==> config.mk <==
export PLATFORM = sky130hd
export DESIGN_NAME = fixed_fir_reverb_filter_core_flat
export DESIGN_NICKNAME = d
export VERILOG_FILES = /design/src/hw/rtl/ffr_pkg.sv /design/src/hw/rtl/ffr_stream_if.sv /design/src/hw/rtl/ffr_mac.sv /design/src/hw/rtl/fixed_fir_reverb_filter_core.sv /design/src/flat_wrapper.sv
export SDC_FILE = /design/constraint.sdc
export NUM_CORES = 2
export LEC_CHECK = 0
export ABC_AREA = 1
export BUFFER_PORTS_ARGS = -buffer_cell sky130_fd_sc_hd__buf_2
export CAP_MARGIN = 20
export CORE_UTILIZATION = 60
export CTS_CLUSTER_SIZE = 12
export DETAILED_ROUTE_END_ITERATION = 10
export PLACE_DENSITY = 0.76
export SYNTH_ARGS = -nofsm -noshare
export SYNTH_HDL_FRONTEND = slang
export SYNTH_SLANG_ARGS = --single-unit
==> constraint.sdc <==
create_clock -name clk -period 25.6 [get_ports clk]
set_clock_uncertainty 0.15 [all_clocks]
set_input_delay 0 -clock clk [delete_from_list [all_inputs] [get_ports clk]]
set_output_delay 0 -clock clk [all_outputs]
set_load 0.03 [all_outputs]
==> src/hw/rtl/ffr_pkg.sv <==
// Package for the fixed FIR reverb filter: sizes, coefficient ROM,
// sequencer states and the control struct of the MAC unit.
// No dependencies.
`timescale 1ns / 1ps
`default_nettype none
package ffr_pkg;

  localparam int TAP_COUNT   = 64;
  localparam int SAMPLE_BITS = 16;
  localparam int OUT_BITS    = 16;
  localparam int COEF_BITS   = 16;
  localparam int FRAC_BITS   = 15;
  localparam int ROM_LEN     = 64;
  localparam int HIST_LEN    = TAP_COUNT - 1;

  localparam int TAP_W = (TAP_COUNT > 1) ? $clog2(TAP_COUNT) : 1;
  localparam int ROM_W = $clog2(ROM_LEN);
  localparam int IDX_W = (TAP_W > ROM_W) ? TAP_W : ROM_W;
  localparam int ACC_W = SAMPLE_BITS + COEF_BITS + TAP_W;
  localparam int Q_W   = ACC_W + 1 - FRAC_BITS;

  typedef logic signed [SAMPLE_BITS-1:0] sample_t;
  typedef logic signed [COEF_BITS-1:0]   coef_t;

  typedef enum logic [1:0] {
    S_IDLE,
    S_MAC,
    S_DRAIN,
    S_DONE
  } ffr_state_t;

  typedef struct packed {
    logic clr;
    logic mul_en;
  } ffr_mac_ctrl_t;

  localparam coef_t COEF_ROM [ROM_LEN] = '{
    16'sd510,   -16'sd1313, 16'sd12677, 16'sd1517,  -16'sd1423, -16'sd155,  -16'sd717,  -16'sd488,
    -16'sd522,  -16'sd507,  -16'sd494,  -16'sd481,  -16'sd468,  -16'sd456,  -16'sd443,  -16'sd430,
    -16'sd418,  -16'sd406,  -16'sd393,  -16'sd381,  -16'sd370,  -16'sd358,  -16'sd346,  -16'sd336,
    -16'sd324,  -16'sd313,  -16'sd317,  -16'sd206,  -16'sd533,  16'sd325,   -16'sd1705, 16'sd8528,
    16'sd2011,  -16'sd1577, -16'sd421,  -16'sd208,  -16'sd1983, 16'sd7315,  16'sd1908,  -16'sd1977,
    -16'sd421,  -16'sd1081, -16'sd794,  -16'sd830,  -16'sd801,  -16'sd776,  -16'sd751,  -16'sd726,
    -16'sd703,  -16'sd679,  -16'sd655,  -16'sd632,  -16'sd609,  -16'sd587,  -16'sd566,  -16'sd544,
    -16'sd523,  -16'sd503,  -16'sd482,  -16'sd463,  -16'sd454,  -16'sd358,  -16'sd608,  16'sd87
  };

  // taps past the end of the ROM weigh zero
  function automatic coef_t tap_coef(input logic [IDX_W-1:0] idx);
    coef_t c;
    if ({1'b0, idx} < (IDX_W+1)'(ROM_LEN)) begin
      c = COEF_ROM[idx[ROM_W-1:0]];
    end else begin
      c = '0;
    end
    return c;
  endfunction

endpackage
`default_nettype wire

==> src/hw/rtl/ffr_stream_if.sv <==
// Valid/ready channel interfaces for the input and result samples.
// Depends on ffr_pkg.
`timescale 1ns / 1ps
`default_nettype none
interface ffr_in_if import ffr_pkg::*; ();
  logic    valid;
  logic    ready;
  sample_t sample_in;
  modport source (output valid, output sample_in, input ready);
  modport sink   (input valid, input sample_in, output ready);
endinterface

interface ffr_out_if import ffr_pkg::*; ();
  logic                       valid;
  logic                       ready;
  logic signed [OUT_BITS-1:0] sample_out;
  modport source (output valid, output sample_out, input ready);
  modport sink   (input valid, input sample_out, output ready);
endinterface
`default_nettype wire

==> src/hw/rtl/ffr_mac.sv <==
// Shared multiply-accumulate unit with rounding and saturation.
// Depends on ffr_pkg.
`timescale 1ns / 1ps
`default_nettype none
module ffr_mac import ffr_pkg::*; (
  input  wire logic                       clk,
  input  wire logic                       rst_n,
  input  wire ffr_mac_ctrl_t              ctrl,
  input  wire coef_t                      coef,
  input  wire sample_t                    operand,
  output logic signed [OUT_BITS-1:0]      result
);

  localparam logic signed [Q_W-1:0] Q_MAX =
    Q_W'((64'sd1 <<< (SAMPLE_BITS - 1)) - 64'sd1);
  localparam logic signed [Q_W-1:0] Q_MIN = -Q_MAX - Q_W'(1);

  logic signed [SAMPLE_BITS+COEF_BITS-1:0] prod_r;
  logic                                    prod_v_r;
  logic signed [ACC_W-1:0]                 acc_r;
  logic signed [ACC_W:0]                   rnd;
  logic signed [Q_W-1:0]                   q;
  logic signed [Q_W-1:0]                   sat;

  always_ff @(posedge clk) begin
    if (!rst_n) begin
      prod_v_r <= 1'b0;
    end else begin
      prod_v_r <= ctrl.mul_en;
    end
  end

  always_ff @(posedge clk) begin
    if (ctrl.mul_en) begin
      prod_r <= coef * operand;
    end
    if (ctrl.clr) begin
      acc_r <= '0;
    end else if (prod_v_r) begin
      acc_r <= acc_r + ACC_W'(prod_r);
    end
  end

  // round half up, floor, clamp
  always_comb begin
    rnd = (ACC_W+1)'(acc_r) + ((ACC_W+1)'(1) <<< (FRAC_BITS - 1));
    q   = Q_W'(rnd >>> FRAC_BITS);
    if (q > Q_MAX) begin
      sat = Q_MAX;
    end else if (q < Q_MIN) begin
      sat = Q_MIN;
    end else begin
      sat = q;
    end
    result = OUT_BITS'(sat);
  end

endmodule
`default_nettype wire

==> src/hw/rtl/fixed_fir_reverb_filter_core.sv <==
// Channel   Dir  Payload            Transfer
// in_ch     in   sample_in  s16     valid & ready
// out_ch    out  sample_out s16     valid & ready
//
// Each sample goes one tap per cycle through the shared MAC while the
// history shift line rotates past it, then drain and round. A finished
// result waits in the output register; the next sample is taken while it
// waits. Reset clears the history and the handshake state.
// Depends on ffr_pkg, ffr_stream_if, ffr_mac.
`timescale 1ns / 1ps
`default_nettype none
module fixed_fir_reverb_filter_core import ffr_pkg::*; (
  input  wire logic  clk,
  input  wire logic  rst_n,
  ffr_in_if.sink     in_ch,
  ffr_out_if.source  out_ch
);

  ffr_state_t                 state_r, state_nxt;
  logic [TAP_W-1:0]           tap_r;
  sample_t                    x_r;
  sample_t                    hist_r [HIST_LEN];
  logic                       out_valid_r;
  logic signed [OUT_BITS-1:0] out_data_r;
  logic                       in_rdy;
  logic                       load_out;
  ffr_mac_ctrl_t              ctrl;
  sample_t                    operand;
  coef_t                      coef;
  logic signed [OUT_BITS-1:0] result;
  logic                       last_tap;

  assign last_tap = (tap_r == TAP_W'(TAP_COUNT - 1));
  assign operand  = (tap_r == '0) ? x_r : hist_r[0];
  assign coef     = tap_coef(IDX_W'(tap_r));

  always_ff @(posedge clk) begin
    if (!rst_n) begin
      state_r <= S_IDLE;
    end else begin
      state_r <= state_nxt;
    end
  end

  always_comb begin
    state_nxt = state_r;
    in_rdy    = 1'b0;
    load_out  = 1'b0;
    ctrl      = '0;
    case (state_r)
      S_IDLE: begin
        in_rdy = 1'b1;
        if (in_ch.valid) begin
          ctrl.clr  = 1'b1;
          state_nxt = S_MAC;
        end
      end
      S_MAC: begin
        ctrl.mul_en = 1'b1;
        if (last_tap) begin
          state_nxt = S_DRAIN;
        end
      end
      S_DRAIN: begin
        state_nxt = S_DONE;
      end
      S_DONE: begin
        if (!out_valid_r || out_ch.ready) begin
          load_out  = 1'b1;
          state_nxt = S_IDLE;
        end
      end
      default: begin
        state_nxt = S_IDLE;
      end
    endcase
  end

  assign in_ch.ready = in_rdy;

  always_ff @(posedge clk) begin
    if (in_rdy && in_ch.valid) begin
      x_r <= in_ch.sample_in;
    end
  end

  always_ff @(posedge clk) begin
    if (!rst_n) begin
      tap_r <= '0;
      for (int i = 0; i < HIST_LEN; i++) begin
        hist_r[i] <= '0;
      end
    end else begin
      case (state_r)
        S_IDLE: begin
          tap_r <= '0;
        end
        S_MAC: begin
          tap_r <= tap_r + TAP_W'(1);
          // rotate: after HIST_LEN steps the line is back in order
          if (tap_r != '0) begin
            for (int i = 0; i < HIST_LEN - 1; i++) begin
              hist_r[i] <= hist_r[i+1];
            end
            hist_r[HIST_LEN-1] <= hist_r[0];
          end
        end
        S_DRAIN: begin
          for (int i = 1; i < HIST_LEN; i++) begin
            hist_r[i] <= hist_r[i-1];
          end
          hist_r[0] <= x_r;
        end
        default: begin
        end
      endcase
    end
  end

  ffr_mac u_mac (
    .clk     (clk),
    .rst_n   (rst_n),
    .ctrl    (ctrl),
    .coef    (coef),
    .operand (operand),
    .result  (result)
  );

  always_ff @(posedge clk) begin
    if (!rst_n) begin
      out_valid_r <= 1'b0;
    end else if (load_out) begin
      out_valid_r <= 1'b1;
    end else if (out_ch.ready) begin
      out_valid_r <= 1'b0;
    end
  end

  always_ff @(posedge clk) begin
    if (load_out) begin
      out_data_r <= result;
    end
  end

  assign out_ch.valid      = out_valid_r;
  assign out_ch.sample_out = out_data_r;

endmodule
`default_nettype wire

==> src/flat_wrapper.sv <==
// flat-port wrapper written by rule: the top's interface ports become plain ports
module fixed_fir_reverb_filter_core_flat import ffr_pkg::*;
  (clk, rst_n, in_ch_valid, in_ch_sample_in, in_ch_ready, out_ch_valid, out_ch_sample_out, out_ch_ready);
  ffr_in_if in_ch_i ();
  ffr_out_if out_ch_i ();
  input  wire logic clk;
  input  wire logic rst_n;
  input wire logic [$bits(in_ch_i.valid)-1:0] in_ch_valid;
  input wire logic [$bits(in_ch_i.sample_in)-1:0] in_ch_sample_in;
  output wire logic [$bits(in_ch_i.ready)-1:0] in_ch_ready;
  output wire logic [$bits(out_ch_i.valid)-1:0] out_ch_valid;
  output wire logic [$bits(out_ch_i.sample_out)-1:0] out_ch_sample_out;
  input wire logic [$bits(out_ch_i.ready)-1:0] out_ch_ready;
  assign in_ch_i.valid = in_ch_valid;
  assign in_ch_i.sample_in = in_ch_sample_in;
  assign in_ch_ready = in_ch_i.ready;
  assign out_ch_valid = out_ch_i.valid;
  assign out_ch_sample_out = out_ch_i.sample_out;
  assign out_ch_i.ready = out_ch_ready;
  fixed_fir_reverb_filter_core u_core (.clk(clk), .rst_n(rst_n), .in_ch(in_ch_i), .out_ch(out_ch_i));
endmodule
==> results.md <==
- After detailed routing, the average wire length per cell comes to 16.62 um.
- The core footprint is 102300 um^2.
- The via count is 49580.
- The number of buffers between clock root and the deepest sink is 3.
- The clock tree from TritonCTS is yes.
- Measured along the y axis, the die boundary spans 324.2 um.
- The worst register-to-register path has a setup slack of 16.75 ns.
- The sum of buffers and inverters on the critical path is 9.
- During I/O placement, the number of pins put on the boundary was 38.
- The aggregate negative setup slack is 0 ns.
- Across all hold checks on the routed design, the worst slack comes to 0.2078 ns.
- The cell family contributing the most delay on the critical path is adder cells.
- Of all nets on the critical path, the largest fanout is 34.
- The footprint of the multi-input gates is 28040 um^2.
- The synthesis-to-layout area growth is 7.172%.
- Summed over all instances, the cell type with the most area after synthesis is sky130_fd_sc_hd__edfxtp_1.
- The number of nets handed over by synthesis was 7966.
- The clock drives 1120 sinks.
- Across all setup checks in the final design, the least slack found is 16.75 ns.
- The critical path is of the register to register type.
- Clock tree synthesis selected as its root buffer the cell sky130_fd_sc_hd__clkbuf_16.
- Counting cells, the worst reg-to-reg path comes to 27.
- The most used standard cell by instance count after synthesis is sky130_fd_sc_hd__nand2_1.
- The portion of synthesized cell area occupied by the leading cell type is 0.3085.
- The sink of the worst hold path is u_core.hist_r[13][24]$_SDFFE_PN0P_.
- The destination of the worst register-to-register timing path is u_core.u_mac.prod_r[30]$_DFFE_PP_.
- The number of DRC violations after detailed routing is 0.
- The source of the worst hold timing path is rst_n.
- Routability-driven placement finished with a final weighted congestion of 0.9549.
- The final number of max-transition violations is 0.
- The run finished with clean final reports.
- After synthesis, the cell types taking the most area are sky130_fd_sc_hd__edfxtp_1, sky130_fd_sc_hd__dfxtp_1, sky130_fd_sc_hd__nand2_1.
- The register area is 28830 um^2.
- The worst slack at placement is 16.85 ns.
- The path class of the lowest-slack min-delay path is input port to register.
- The count of nets left with antenna violations once routing finished came out at 0.
- Counting the buffers created by CTS gives 116.
- At the end of the flow, the number of nets in the layout was 7742.
- The synthesized netlist occupies a cell area of 62300 um^2.
- The highest cell delay on the worst timing path is 0.91 ns.
- STA classifies the critical path startpoint as a register.
- The worst endpoint required time is 25.91 ns.
- By count the netlist is led by sky130_fd_sc_hd__nand2_1, sky130_fd_sc_hd__a21oi_1, sky130_fd_sc_hd__inv_1.
- The total global-route track usage is 0.2766.
- The slowest stage of the critical path belongs to the cell sky130_fd_sc_hd__o21ai_0.
- The number of filler cells placed in the layout is 8511.
- The tool flagged a number of max-cap violations equal to 0.
- The maximum achievable frequency is 113.1 MHz.
- After synthesis the netlist holds a flip-flop and latch count of 1120.
- Setup violations remaining at the end of the flow were counted as 0.
- The initial antenna violation count was 1.
- Entering global routing, the biggest net connects 250 pins.
- STA classifies the critical path endpoint as a register.
- The Yosys step of the flow raised 0 warnings.
- The most used flip-flop cell after synthesis is sky130_fd_sc_hd__edfxtp_1.
- The mean number of vias per cell is 5.634.
- Setup repair after global routing left no endpoint under its margin.
- The cell count after synthesis came out at 7556.
- The clock tree synthesis step divided the H-tree into 3 levels.
- The fraction of registers with async set/reset is 0.
- The number of enable flip-flop cells after synthesis is 640.
- The clock insertion delay at the later pin of the skew report is 0.72 ns.
- The count of endpoints failing hold in the final timing report came to 0.
- The cell that appears most often on the critical path is sky130_fd_sc_hd__inv_1.
- In this run the tool buffered the top-level ports with 37 buffer cells.
- The arrival time reported for the critical path endpoint is 9.15 ns.
- The total length of routed wires is 146.2 mm.
- The tightest slew margin relative to the limit is 0.2594.
- The post-detailed-placement half-perimeter wirelength is 95.26 mm.
- The shortest clock period the worst path allows after layout is 8.846 ns.
- The die covers 105100 um^2.
- After clock tree synthesis, the clock-pin slew on the worst setup and hold paths is 0.06 ns.
- The startpoint of the most critical register-to-register path is u_core.tap_r[0]$_SDFFE_PN0P_.
- The first TritonRoute pass finished after 6 iterations.
- The starting density of the core is 0.6088.
- The period utilization is 0.3455.
- The average footprint of a synthesized cell is 8.245 um^2.
- The wire length of the first global-routing pass is 238.0 mm.
- The total number of placement rows is 117.
- The share of post-route cells with drive strength above 1 is 0.03969.
- The actual transition at the worst max-transition pin is 1.111 ns.
- The die is 324.2 um wide.
- Counting instances, the worst hold path has a depth of 4.
- For this run, the register share of the synthesized area comes to 0.4627.
- The detailed router finished its first iteration with 4838 violations.
- The number of antenna diodes in the final layout is 0.
- The number of global-route vias before repair was 46500.
- Synthesis instantiated 55 different standard cells from the library.
- The total global routing overflow is 0.
area by class of cell:
type                       count  share of cell area
clock buffer                 190             0.05144
inverter                     923             0.05223
sequential                  1120              0.4318
multi-input combinational   5052              0.4199
clock inverter                28            0.003411
timing repair buffer         119             0.01561
tap                         1368             0.02564
kinds of logic after synthesis:
kind of cell	synth area share
AND/OR/NAND/NOR	0.1668
AO/OA/AOI/OAI	0.1644
buffers and inverters	0.08756
flip-flops	0.4627
adder cells (fa/ha/maj)	0.1091
XOR/XNOR	0.009419
timing repair:
item                      in CTS  in global routing
gates resized for setup        0                  0
setup buffers                  0                  0
hold buffers                  37                  0
hold endpoints to repair     115                  0
tightest hold or removal path: cells and delay by family:
kind,cells,cell delay (ns)
buffers and inverters,2,0.82
AO/OA/AOI/OAI,2,0.20
per-layer routing:
layer / up-vias / wire (um) / track usage
met5: - / 0 / 0
met4: 0 / 4114 / 0.08606
met3: 271 / 8312 / 0.03617
met2: 1409 / 66950 / 0.4332
met1: 23670 / 66860 / 0.4007
li1: 24230 / - / -
flip-flops by register name, summed over array words and instances, names as in the netlist:
signal / count
u_core.u_mac.prod_r: 32
u_core.hist_r: 1008
u_core.x_r: 16
u_core.u_mac.prod_v_r: 1
u_core.u_mac.acc_r: 38
u_core.tap_r: 6
u_core.state_r: 2
u_core.out_ch.valid: 1
u_core.out_ch.sample_out: 16
how the worst max path moves through the flow:
stage / startpoint / endpoint / slack, ns / depth (start not counted)
global placement: u_core.tap_r[0]$_SDFFE_PN0P_ / u_core.u_mac.prod_r[30]$_DFFE_PP_ / 16.89 / 27
detailed placement: u_core.tap_r[0]$_SDFFE_PN0P_ / u_core.u_mac.prod_r[30]$_DFFE_PP_ / 16.85 / 27
finish: u_core.tap_r[0]$_SDFFE_PN0P_ / u_core.u_mac.prod_r[30]$_DFFE_PP_ / 16.75 / 27
floorplan: u_core.state_r[1]$_SDFFE_PN0P_ / u_core.hist_r[0][32]$_SDFFCE_PN0P_ / 13.21 / 10
global route: u_core.tap_r[0]$_SDFFE_PN0P_ / u_core.u_mac.prod_r[30]$_DFFE_PP_ / 16.39 / 27
CTS: u_core.tap_r[0]$_SDFFE_PN0P_ / u_core.u_mac.prod_r[30]$_DFFE_PP_ / 16.82 / 27
layout by cell type, fill, tap and decap left out, types with 19 or more instances in the layout:
cell type / Yosys / final
sky130_fd_sc_hd__a21oi_1: 912 / 911
sky130_fd_sc_hd__a311oi_1: 110 / 110
sky130_fd_sc_hd__buf_2: 172 / 36
sky130_fd_sc_hd__buf_4: 4 / 36
sky130_fd_sc_hd__clkbuf_1: 260 / 52
sky130_fd_sc_hd__clkbuf_16: 0 / 120
sky130_fd_sc_hd__clkbuf_8: 0 / 20
sky130_fd_sc_hd__dfxtp_1: 480 / 480
sky130_fd_sc_hd__dlygate4sd3_1: 0 / 37
sky130_fd_sc_hd__edfxtp_1: 640 / 640
sky130_fd_sc_hd__fa_1: 255 / 255
sky130_fd_sc_hd__ha_1: 135 / 134
sky130_fd_sc_hd__inv_1: 905 / 903
sky130_fd_sc_hd__nand2_1: 2089 / 2089
sky130_fd_sc_hd__nand3_1: 108 / 108
sky130_fd_sc_hd__nor2_1: 429 / 429
sky130_fd_sc_hd__o21ai_0: 762 / 760
sky130_fd_sc_hd__o22ai_1: 53 / 53
sky130_fd_sc_hd__xnor2_1: 19 / 19
sky130_fd_sc_hd__xor2_1: 48 / 48
metrics by stage:
step                cell area (um^2)  utilization  std cells
floorplan                      62300            -       7556
global placement               62630       0.6120       8541
detailed placement             62630       0.6120       8541
CTS                            66660       0.6515       8796
global route                   66770       0.6525       8800
finish                         66770       0.6525       8800
Power is left out: the tool's default activity adds up to more than one toggle a clock period on the data nets, which glitch-free logic cannot reach.
